--- config.mk ---
export PLATFORM = sky130hd
export DESIGN_NAME = actuator_deadband_slew_limiter
export DESIGN_NICKNAME = d
export VERILOG_FILES = /design/src/hw/rtl/adsl_pkg.sv /design/src/hw/rtl/adsl_slew.sv /design/src/hw/rtl/actuator_deadband_slew_limiter.sv
export SDC_FILE = /design/constraint.sdc
export NUM_CORES = 2
export LEC_CHECK = 0
export BUFFER_PORTS_ARGS = -buffer_cell sky130_fd_sc_hd__buf_2
export CELL_PAD_IN_SITES_DETAIL_PLACEMENT = 1
export CELL_PAD_IN_SITES_GLOBAL_PLACEMENT = 1
export CORE_MARGIN = 5
export CORE_UTILIZATION = 30
export CTS_BUF_LIST = sky130_fd_sc_hd__clkbuf_2
export DETAILED_ROUTE_END_ITERATION = 6
export PLACE_DENSITY_LB_ADDON = 0.1
export RECOVER_POWER = 100
export SYNTH_ARGS = -nofsm -noshare
export SYNTH_HDL_FRONTEND = slang
export SYNTH_SLANG_ARGS = --single-unit
--- constraint.sdc ---
create_clock -name clk -period 19.2 [get_ports clk]
set_input_delay 0.96 -clock clk [delete_from_list [all_inputs] [get_ports clk]]
set_output_delay 0.96 -clock clk [all_outputs]
set_load 0.02 [all_outputs]
--- src/hw/rtl/adsl_pkg.sv ---
// ----------------------------------------------------------------------------
// adsl_pkg
// Shared widths, codes, reset values and arithmetic helpers of the actuator
// deadband and slew limiter.
// ----------------------------------------------------------------------------
package adsl_pkg;

  localparam int TIME_BITS_DEF = 32;

  // field widths
  localparam int NOW_W      = 32;
  localparam int CTRL_W     = 16;
  localparam int PHASE_W    = 8;
  localparam int PULSE_US_W = 11;
  localparam int IN_DATA_W  = 56;
  localparam int OUT_DATA_W = 16;

  // internal widths
  localparam int MILLI_W  = 21;  // pulse in milli-us, below 2^21
  localparam int WORK_W   = 23;  // signed working width for pulse arithmetic
  localparam int MAG_W    = 17;  // control magnitude, up to 32768
  localparam int Q_W      = 9;   // |integer part| of control, up to 327
  localparam int TARGET_W = 12;  // target pulse in us, 859..2141
  localparam int DT_W     = 21;  // saturated elapsed time

  // configuration port
  localparam int CFG_IDX_W  = 3;
  localparam int CFG_DATA_W = 16;

  localparam logic [CFG_IDX_W-1:0] REG_DRIVE_ENABLED = 3'd0;
  localparam logic [CFG_IDX_W-1:0] REG_DEADBAND      = 3'd1;
  localparam logic [CFG_IDX_W-1:0] REG_RAMP_RATE     = 3'd2;
  localparam logic [CFG_IDX_W-1:0] REG_MIN_STEP      = 3'd3;
  localparam logic [CFG_IDX_W-1:0] REG_HOLD_TIMEOUT  = 3'd4;
  localparam logic [CFG_IDX_W-1:0] REG_IMPACT_CODE   = 3'd5;

  // request kinds
  localparam logic FUNC_TICK      = 1'b0;
  localparam logic FUNC_TELEMETRY = 1'b1;

  // pulse limits in milli-us
  localparam logic [MILLI_W-1:0] NEUTRAL_MILLI = 21'd1500000;
  localparam logic [MILLI_W-1:0] MIN_MILLI     = 21'd1000000;
  localparam logic [MILLI_W-1:0] MAX_MILLI     = 21'd2000000;

  // slew limit cap: above every possible pulse change
  localparam logic [MILLI_W:0] MAXC_CAP = 22'h200000;

  // control map: target_us = trunc((ip + 255) * 100 / 51) + 1000
  localparam logic [Q_W-1:0]      MAP_OFFSET  = 9'd255;
  localparam logic [TARGET_W-1:0] MAP_BASE_US = 12'd1000;

  // reciprocal constants, exact over the value ranges used
  localparam logic [12:0] RECIP_100    = 13'd5243;
  localparam int          RECIP_100_SH = 19;
  localparam logic [16:0] RECIP_51     = 17'd82242;
  localparam int          RECIP_51_SH  = 22;
  localparam logic [20:0] RECIP_1000   = 21'd1073742;
  localparam int          RECIP_1000_SH = 30;

  // configuration reset values
  localparam logic        RST_DRIVE_ENABLED = 1'b1;
  localparam logic [14:0] RST_DEADBAND      = 15'd1000;
  localparam logic [11:0] RST_RAMP_RATE     = 12'd200;
  localparam logic [9:0]  RST_MIN_STEP      = 10'd5;
  localparam logic [15:0] RST_HOLD_TIMEOUT  = 16'd2000;
  localparam logic [7:0]  RST_IMPACT_CODE   = 8'd7;

  typedef struct packed {
    logic        drive_enabled;
    logic [14:0] deadband_hundredths;
    logic [11:0] ramp_rate_us_per_s;
    logic [9:0]  min_step_us;
    logic [15:0] hold_timeout_ms;
    logic [7:0]  impact_code;
  } cfg_t;

  // control value after deadband, reduced to sign and |integer part|
  typedef struct packed {
    logic           raw_nz;
    logic           db_nz;
    logic           neg;
    logic [Q_W-1:0] q;
  } front_t;

  function automatic front_t ctrl_front(input logic signed [CTRL_W-1:0] ctrl,
                                        input logic [14:0] deadband);
    logic signed [MAG_W-1:0] c_ext;
    logic [MAG_W-1:0]        mag;
    logic [29:0]             prod;
    logic                    below;
    front_t                  f;
    c_ext = MAG_W'(ctrl);
    mag   = ctrl[CTRL_W-1] ? unsigned'(-c_ext) : unsigned'(c_ext);
    prod  = 30'(mag) * 30'(RECIP_100);
    below = mag < MAG_W'(deadband);
    f.raw_nz = ctrl != '0;
    f.db_nz  = (ctrl != '0) && !below;
    f.neg    = ctrl[CTRL_W-1];
    f.q      = below ? '0 : Q_W'(prod >> RECIP_100_SH);
    return f;
  endfunction

  function automatic logic [TARGET_W-1:0] ip_to_target(input logic neg,
                                                       input logic [Q_W-1:0] q);
    logic [Q_W:0]  absn;
    logic          nneg;
    logic [15:0]   x;
    logic [32:0]   prod;
    logic [10:0]   quot;
    nneg = neg && (q > MAP_OFFSET);
    if (!neg) begin
      absn = (Q_W+1)'(q) + (Q_W+1)'(MAP_OFFSET);
    end else if (nneg) begin
      absn = (Q_W+1)'(q) - (Q_W+1)'(MAP_OFFSET);
    end else begin
      absn = (Q_W+1)'(MAP_OFFSET) - (Q_W+1)'(q);
    end
    x    = 16'(absn) * 16'd100;
    prod = 33'(x) * 33'(RECIP_51);
    quot = 11'(prod >> RECIP_51_SH);
    return nneg ? MAP_BASE_US - TARGET_W'(quot) : MAP_BASE_US + TARGET_W'(quot);
  endfunction

  function automatic logic [PULSE_US_W-1:0] milli_to_us(input logic [MILLI_W-1:0] p);
    logic [41:0] prod;
    prod = 42'(p) * 42'(RECIP_1000);
    return PULSE_US_W'(prod >> RECIP_1000_SH);
  endfunction

endpackage

--- src/hw/rtl/adsl_slew.sv ---
// ----------------------------------------------------------------------------
// adsl_slew
// One slew step: move the pulse toward the target by at most ramp * dt,
// skip small changes, clamp to the legal pulse range.
// ----------------------------------------------------------------------------
module adsl_slew
  import adsl_pkg::*;
(
  input  logic [MILLI_W-1:0]  pulse,
  input  logic [TARGET_W-1:0] target_us,
  input  logic [DT_W-1:0]     dt_sat,
  input  logic [11:0]         ramp_rate_us_per_s,
  input  logic [9:0]          min_step_us,
  output logic [MILLI_W-1:0]  pulse_next
);

  logic [MILLI_W:0]        target_milli;
  logic signed [WORK_W-1:0] change;
  logic [MILLI_W:0]        abs_change;
  logic [19:0]             step_lim;
  logic [32:0]             ramp_prod;
  logic [MILLI_W:0]        maxc;
  logic signed [WORK_W-1:0] maxc_s;
  logic signed [WORK_W-1:0] lim_change;
  logic signed [WORK_W-1:0] sum;

  always_comb begin
    target_milli = (MILLI_W+1)'(target_us) * 22'd1000;
    change       = $signed({1'b0, target_milli}) - $signed({2'b00, pulse});
    abs_change   = change[WORK_W-1] ? (MILLI_W+1)'(-change) : (MILLI_W+1)'(change);
    step_lim     = 20'(min_step_us) * 20'd1000;

    // ramp in us/s times ms gives milli-us directly
    ramp_prod = 33'(ramp_rate_us_per_s) * 33'(dt_sat);
    maxc      = (ramp_prod > 33'(MAXC_CAP)) ? MAXC_CAP : ramp_prod[MILLI_W:0];
    maxc_s    = $signed({1'b0, maxc});

    priority if (change > maxc_s) begin
      lim_change = maxc_s;
    end else if (change < -maxc_s) begin
      lim_change = -maxc_s;
    end else begin
      lim_change = change;
    end

    if (abs_change > (MILLI_W+1)'(step_lim)) begin
      sum = $signed({2'b00, pulse}) + lim_change;
    end else begin
      sum = $signed({2'b00, pulse});
    end

    priority if (sum < $signed({2'b00, MIN_MILLI})) begin
      pulse_next = MIN_MILLI;
    end else if (sum > $signed({2'b00, MAX_MILLI})) begin
      pulse_next = MAX_MILLI;
    end else begin
      pulse_next = MILLI_W'(sum);
    end
  end

endmodule

--- src/hw/rtl/actuator_deadband_slew_limiter.sv ---
// ----------------------------------------------------------------------------
// actuator_deadband_slew_limiter
// Pipeline: the accept edge loads the first of four register stages (control map,
//   target map, state update, pulse conversion).
// Throughput: one request per cycle while m_tready does not stall the output; the
//   state update is computed and registered within stage 3.
// Reset: rst (sync, high) empties the pipeline, parks the pulse at neutral,
//   clears the wheel and time state and loads the register defaults.
// ----------------------------------------------------------------------------
module actuator_deadband_slew_limiter
  import adsl_pkg::*;
#(
  parameter int TIME_BITS = TIME_BITS_DEF
)
(
  input  logic                  clk,
  input  logic                  rst,
  // s_tdata: now_ms[31:0], ctrl_hundredths[47:32], flight_phase[55:48]
  input  logic                  s_tvalid,
  output logic                  s_tready,
  input  logic [IN_DATA_W-1:0]  s_tdata,
  // s_tuser: func[0]
  input  logic                  s_tuser,
  // m_tdata: pulse_us[10:0], pulse_written[11], wheel_on[12], timeout_stop[13], zero pad
  output logic                  m_tvalid,
  input  logic                  m_tready,
  output logic [OUT_DATA_W-1:0] m_tdata,
  input  logic                  cfg_valid,
  output logic                  cfg_ready,
  input  logic [CFG_IDX_W-1:0]  cfg_index,
  input  logic [CFG_DATA_W-1:0] cfg_data
);

  typedef logic [TIME_BITS-1:0] time_t;

  cfg_t cfg;

  // pipeline control
  logic v1, v2, v3, v4;
  logic rdy1, rdy2, rdy3, rdy4;

  // stage 1: control value reduced
  logic                 s1_func;
  time_t                s1_now;
  logic [PHASE_W-1:0]   s1_phase;
  front_t               s1_front;

  // stage 2: target pulse
  logic                 s2_func;
  time_t                s2_now;
  logic [PHASE_W-1:0]   s2_phase;
  logic                 s2_raw_nz;
  logic                 s2_db_nz;
  logic [TARGET_W-1:0]  s2_target;

  // stage 3: flags of the item that last updated the state
  logic                 s3_written;
  logic                 s3_tstop;

  // wheel state
  logic [MILLI_W-1:0]   pulse_milli;
  logic                 active;
  time_t                last_step;
  logic                 step_valid;
  time_t                last_update;

  logic [MILLI_W-1:0]   pulse_milli_next;
  logic                 active_next;
  time_t                last_step_next;
  logic                 step_valid_next;
  time_t                last_update_next;
  logic                 written_c;
  logic                 tstop_c;

  time_t                dt;
  time_t                idle_time;
  logic [DT_W-1:0]      dt_sat;
  logic [MILLI_W-1:0]   slew_pulse;

  logic [PULSE_US_W-1:0] out_pulse_us;
  logic                  out_written;
  logic                  out_wheel;
  logic                  out_tstop;

  assign rdy4     = !v4 || m_tready;
  assign rdy3     = !v3 || rdy4;
  assign rdy2     = !v2 || rdy3;
  assign rdy1     = !v1 || rdy2;
  assign s_tready = rdy1;

  assign cfg_ready = 1'b1;

  // ---------------------------------------------------------------- config
  always_ff @(posedge clk) begin
    if (rst) begin
      cfg.drive_enabled       <= RST_DRIVE_ENABLED;
      cfg.deadband_hundredths <= RST_DEADBAND;
      cfg.ramp_rate_us_per_s  <= RST_RAMP_RATE;
      cfg.min_step_us         <= RST_MIN_STEP;
      cfg.hold_timeout_ms     <= RST_HOLD_TIMEOUT;
      cfg.impact_code         <= RST_IMPACT_CODE;
    end else if (cfg_valid && cfg_ready) begin
      unique case (cfg_index)
        REG_DRIVE_ENABLED: cfg.drive_enabled       <= cfg_data[0];
        REG_DEADBAND:      cfg.deadband_hundredths <= cfg_data[14:0];
        REG_RAMP_RATE:     cfg.ramp_rate_us_per_s  <= cfg_data[11:0];
        REG_MIN_STEP:      cfg.min_step_us         <= cfg_data[9:0];
        REG_HOLD_TIMEOUT:  cfg.hold_timeout_ms     <= cfg_data[15:0];
        REG_IMPACT_CODE:   cfg.impact_code         <= cfg_data[7:0];
        default: ;
      endcase
    end
  end

  // ---------------------------------------------------------------- stage 1
  always_ff @(posedge clk) begin
    if (rst) begin
      v1 <= 1'b0;
    end else if (rdy1) begin
      v1 <= s_tvalid;
    end
  end

  always_ff @(posedge clk) begin
    if (rdy1 && s_tvalid) begin
      s1_func  <= s_tuser;
      s1_now   <= time_t'(s_tdata[NOW_W-1:0]);
      s1_phase <= s_tdata[IN_DATA_W-1:NOW_W+CTRL_W];
      s1_front <= ctrl_front(s_tdata[NOW_W+CTRL_W-1:NOW_W], cfg.deadband_hundredths);
    end
  end

  // ---------------------------------------------------------------- stage 2
  always_ff @(posedge clk) begin
    if (rst) begin
      v2 <= 1'b0;
    end else if (rdy2) begin
      v2 <= v1;
    end
  end

  always_ff @(posedge clk) begin
    if (rdy2 && v1) begin
      s2_func   <= s1_func;
      s2_now    <= s1_now;
      s2_phase  <= s1_phase;
      s2_raw_nz <= s1_front.raw_nz;
      s2_db_nz  <= s1_front.db_nz;
      s2_target <= ip_to_target(s1_front.neg, s1_front.q);
    end
  end

  // ---------------------------------------------------------------- stage 3
  assign dt        = s2_now - last_step;
  assign idle_time = s2_now - last_update;
  assign dt_sat    = ((dt >> DT_W) != '0) ? '1 : DT_W'(dt);

  adsl_slew u_slew (
    .pulse              (pulse_milli),
    .target_us          (s2_target),
    .dt_sat             (dt_sat),
    .ramp_rate_us_per_s (cfg.ramp_rate_us_per_s),
    .min_step_us        (cfg.min_step_us),
    .pulse_next         (slew_pulse)
  );

  always_comb begin
    pulse_milli_next = pulse_milli;
    active_next      = active;
    last_step_next   = last_step;
    step_valid_next  = step_valid;
    last_update_next = last_update;
    written_c        = 1'b0;
    tstop_c          = 1'b0;

    priority if (s2_func == FUNC_TICK) begin
      // stop an active wheel that has gone too long without an update
      if (active && (idle_time > time_t'(cfg.hold_timeout_ms)) && cfg.drive_enabled) begin
        pulse_milli_next = NEUTRAL_MILLI;
        active_next      = 1'b0;
        written_c        = 1'b1;
        tstop_c          = 1'b1;
      end
    end else if (s2_phase == cfg.impact_code) begin
      if (active && cfg.drive_enabled) begin
        pulse_milli_next = NEUTRAL_MILLI;
        active_next      = 1'b0;
        written_c        = 1'b1;
      end
    end else if (s2_raw_nz || active) begin
      last_update_next = s2_now;
      if (cfg.drive_enabled) begin
        if (!step_valid || (dt == '0)) begin
          // first step or no time elapsed: only latch the time base
          last_step_next  = s2_now;
          step_valid_next = 1'b1;
        end else begin
          if (s2_db_nz) begin
            active_next = 1'b1;
          end
          pulse_milli_next = slew_pulse;
          last_step_next   = s2_now;
          written_c        = 1'b1;
        end
      end
    end else begin
      // idle wheel with zero control: hold everything
    end
  end

  always_ff @(posedge clk) begin
    if (rst) begin
      v3          <= 1'b0;
      pulse_milli <= NEUTRAL_MILLI;
      active      <= 1'b0;
      last_step   <= '0;
      step_valid  <= 1'b0;
      last_update <= '0;
    end else if (rdy3) begin
      v3 <= v2;
      if (v2) begin
        pulse_milli <= pulse_milli_next;
        active      <= active_next;
        last_step   <= last_step_next;
        step_valid  <= step_valid_next;
        last_update <= last_update_next;
      end
    end
  end

  always_ff @(posedge clk) begin
    if (rdy3 && v2) begin
      s3_written <= written_c;
      s3_tstop   <= tstop_c;
    end
  end

  // ---------------------------------------------------------------- stage 4
  // the wheel state changes only when stage 3 loads, so it still belongs to
  // the item held in stage 3
  always_ff @(posedge clk) begin
    if (rst) begin
      v4 <= 1'b0;
    end else if (rdy4) begin
      v4 <= v3;
    end
  end

  always_ff @(posedge clk) begin
    if (rdy4 && v3) begin
      out_pulse_us <= milli_to_us(pulse_milli);
      out_written  <= s3_written;
      out_wheel    <= active;
      out_tstop    <= s3_tstop;
    end
  end

  assign m_tvalid = v4;
  assign m_tdata  = {2'b00, out_tstop, out_wheel, out_written, out_pulse_us};

endmodule

==> results by group <==
GRT
  – Total grt overflow: 0
  – Number of global-route vias before repair: 38840
  – GRT Util Overall: 0.1876
  – Global-route wire length before repair: roughly 230000 um
  – Initial antenna violation count: 9
  – Pin count of the biggest net entering global routing: 61

Routing
  – Remaining DRCs: 0
  – Detailed Route Iter0 Violations: between 1000 and 1500
  – Final wirelength: 144400 um
  – DRT Pass-1 Iters: 5
  – WL/cell: 20.07 um
  – Post-DR vias/cell: 4.913
  – Vias: 35360
  – Routed Antenna Nets: 0

Layout
  – # fillers: roughly 17000
  – Share of layout cells above drive strength 1: 0.06108
  – Synth-to-Final Area Change: 9.730%
  – Layout net count: between 6000 and 7000

STA
  – Slew margin rel.: -1.495
  – FMAX: roughly 0.055 GHz
  – Worst slew pin tran: about 3.7 ns
  – RSZ-0062 raised after global routing: false
  – Max-slew violation count: between 200 and 300
  – Final min period: roughly 18 ns
  – Tcrit/Tclk final: 0.9422
  – Clk_skew: roughly 0.083 ns
  – Total negative slack: 0 ns
  – Final hold violations: 0
  – # setup viols final: 0

Clock network
  – Max clock buf depth: 3
  – H-tree depth: 3
  – CTS tree: done
  – CTS Sinks: approximately 280
  – Post-CTS setup buffers: 0
  – Clock transition at path regs: 0.09 ns
  – Clock latency on the worst-skew pair: 1.26 ns
  – CTS buffer count: between 80 and 90
  – Clk root buf: clkbuf_2

Setup path
  – Slowest stage cell, crit path: or3_1
  – Crit path DAT: 19.19 ns
  – CP required: roughly 20 ns
  – Crit path launch type: flip-flop
  – CP Capture Type: flip-flop
  – Max FO, Critical Path: 30
  – Setup CP Type: reg -> reg
  – Highest cell delay on the worst timing path: 0.68 ns
  – Most frequent CP cell: fa_1

Die
  – # rows: 140
  – Die height: a little under 400 um
  – Die Span X: between 300 and 400 um
  – Core area: 145900 sq um
  – Starting Density: 0.3022
  – IO Pins: 100
  – Die area: around 150000 sq um

Synth
  – Post-synthesis register bit count: 277
  – Count leader, synth: inv_1
  – Synth cell count leaders: inv_1, ha_1, nand2_1, fa_1, a21oi_1
  – Share of the synthesized area in the top cell type: 0.2165
  – YS warnings: 0
  – Async SR Flop Fraction: 0
  – Prevailing post-synth register cell: dfxtp_1
  – Syn Area/Cell: ~9 sq um
  – Synth area leaders: ha_1, fa_1, edfxtp_1
  – Post-synthesis cell type count: about 110
  – Synth Instances: around 5000
  – Post-synth EDFFs: 124
  – Post-synth top area cell: ha_1
  – Register area share after synthesis: 0.1539
  – Synth Cell Area: around 44000 sq um

Placed design
  – Final HPWL DP: between 100000 and 150000 um
  – RePlAce Congestion: around 0.85
  – Port bufs: 96

Run
  – Max Cap Violations: 8

Status
  – Violated checks: capacitance limit, slew limit
  – Status: finished with violations

Min path
  – Hold Path Class: in -> reg
-- kinds of logic (layout without fill, tap and decap cells) --
logic type,count (synthesis),after routing,share of synthesized area
compound gates,961,961,0.1449
xor+xnor,218,218,0.04361
mux,18,18,0.004341
simple gates,1336,1336,0.1445
buf+inv,994,1233,0.08544
other cells,2,20,0.0001703
fa+ha+maj,1218,1218,0.4231
flops,277,277,0.1539
-- timing repair --
action / CTS / global route
hold endpoints to repair: 115 / 0
hold buffers: 61 / 0
endpoints found under the setup margin: 0 / 21
resized for setup: 0 / 12
-- through the flow --
step	setup slack [ns]	hold WS (ns)	std cells	utilization	instance area, sq um
2_1_floorplan	3.397	0.4003	5033	-	44130
3_3_place_gp	0.8358	0.4035	6971	0.3222	47010
3_5_place_dp	0.4972	0.4066	6971	0.3222	47010
4_1_cts	0.4681	0.03422	7189	0.3319	48430
5_1_grt	0.01577	0.09223	7196	0.3316	48380
6_report	1.110	0.2466	7198	0.3316	48380
-- critical path: cells and delay by family (launching register included) --
family                   cells  cell delay, ns
AO/OA/AOI/OAI               26            7.54
AND/OR/NAND/NOR             16            4.89
adder cells (fa/ha/maj)      9            4.09
buffers and inverters        6            0.80
flip-flops                   1            0.45
XOR/XNOR                     1            0.13
-- per-layer routing --
layer / vias to the layer above / GRT usage / routed length (um)
met5: - / 0 / 48
met2: 446 / 0.3225 / 68460
li1: 17300 / - / -
met1: 17430 / 0.2473 / 67380
met3: 179 / 0.02567 / 4508
met4: 8 / 0.05009 / 4048
-- worst paths after layout --
path	from	endpoint	slack, ns	cells after the start
worst max-delay path	s2_now[12]$_DFFE_PP_	pulse_milli[18]$_SDFFE_PP1P_	1.11	58
worst min-delay path	s_tdata[45]	s1_front[11]$_DFFE_PP_	0.25	4
worst max register to register	s2_now[12]$_DFFE_PP_	pulse_milli[18]$_SDFFE_PP1P_	1.11	58
worst min register to register	s1_front[11]$_DFFE_PP_	s2_raw_nz$_DFFE_PP_	0.40	0
-- registers in the layout, indices dropped and copies added (netlist names), 8 cells and up --
register,flops
cfg,62
last_step,32
last_update,32
s1_now,32
s2_now,32
pulse_milli,21
s1_front,12
s2_target,12
out_pulse_us,11
s1_phase,8
s2_phase,8
-- area by class of cell --
| cell class | count | area, sq um | area share |
|---|---|---|---|
| tap | 1917 | 2399 | 0.04957 |
| sequential | 277 | 6787 | 0.1403 |
| timing repair buffer | 227 | 1526 | 0.03155 |
| multi-input combinational | 3762 | 33650 | 0.6956 |
| clock buffer | 125 | 625.6 | 0.01293 |
| inverter | 849 | 3191 | 0.06594 |
| clock inverter | 32 | 178.9 | 0.003698 |
| antenna | 9 | 22.52 | 0.0004655 |
-- cells in the final DEF, fill, tap and decap left out, types with 19 or more instances in the layout --
cell type,count
clkbuf_1,52
buf_2,53
nor4_1,25
nor2b_1,41
nand3_1,63
clkbuf_2,126
nor2_1,198
o21ai_0,168
nand2b_1,49
o21a_1,47
ha_1,763
buf_4,60
dlygate4sd3_1,61
a21oi_1,303
o211ai_1,43
dfxtp_1,153
edfxtp_1,124
xnor2_1,144
a31oi_1,24
and2_1,99
and3_1,33
inv_1,847
xor2_1,73
clkinv_1,19
or3_1,24
nand4_1,38
a21o_1,103
nand2_1,607
nor3_1,67
a211oi_1,30
fa_1,455
Power is left out: the tool's default activity adds up to more than one toggle a clock period on the data nets, which glitch-free logic cannot reach.
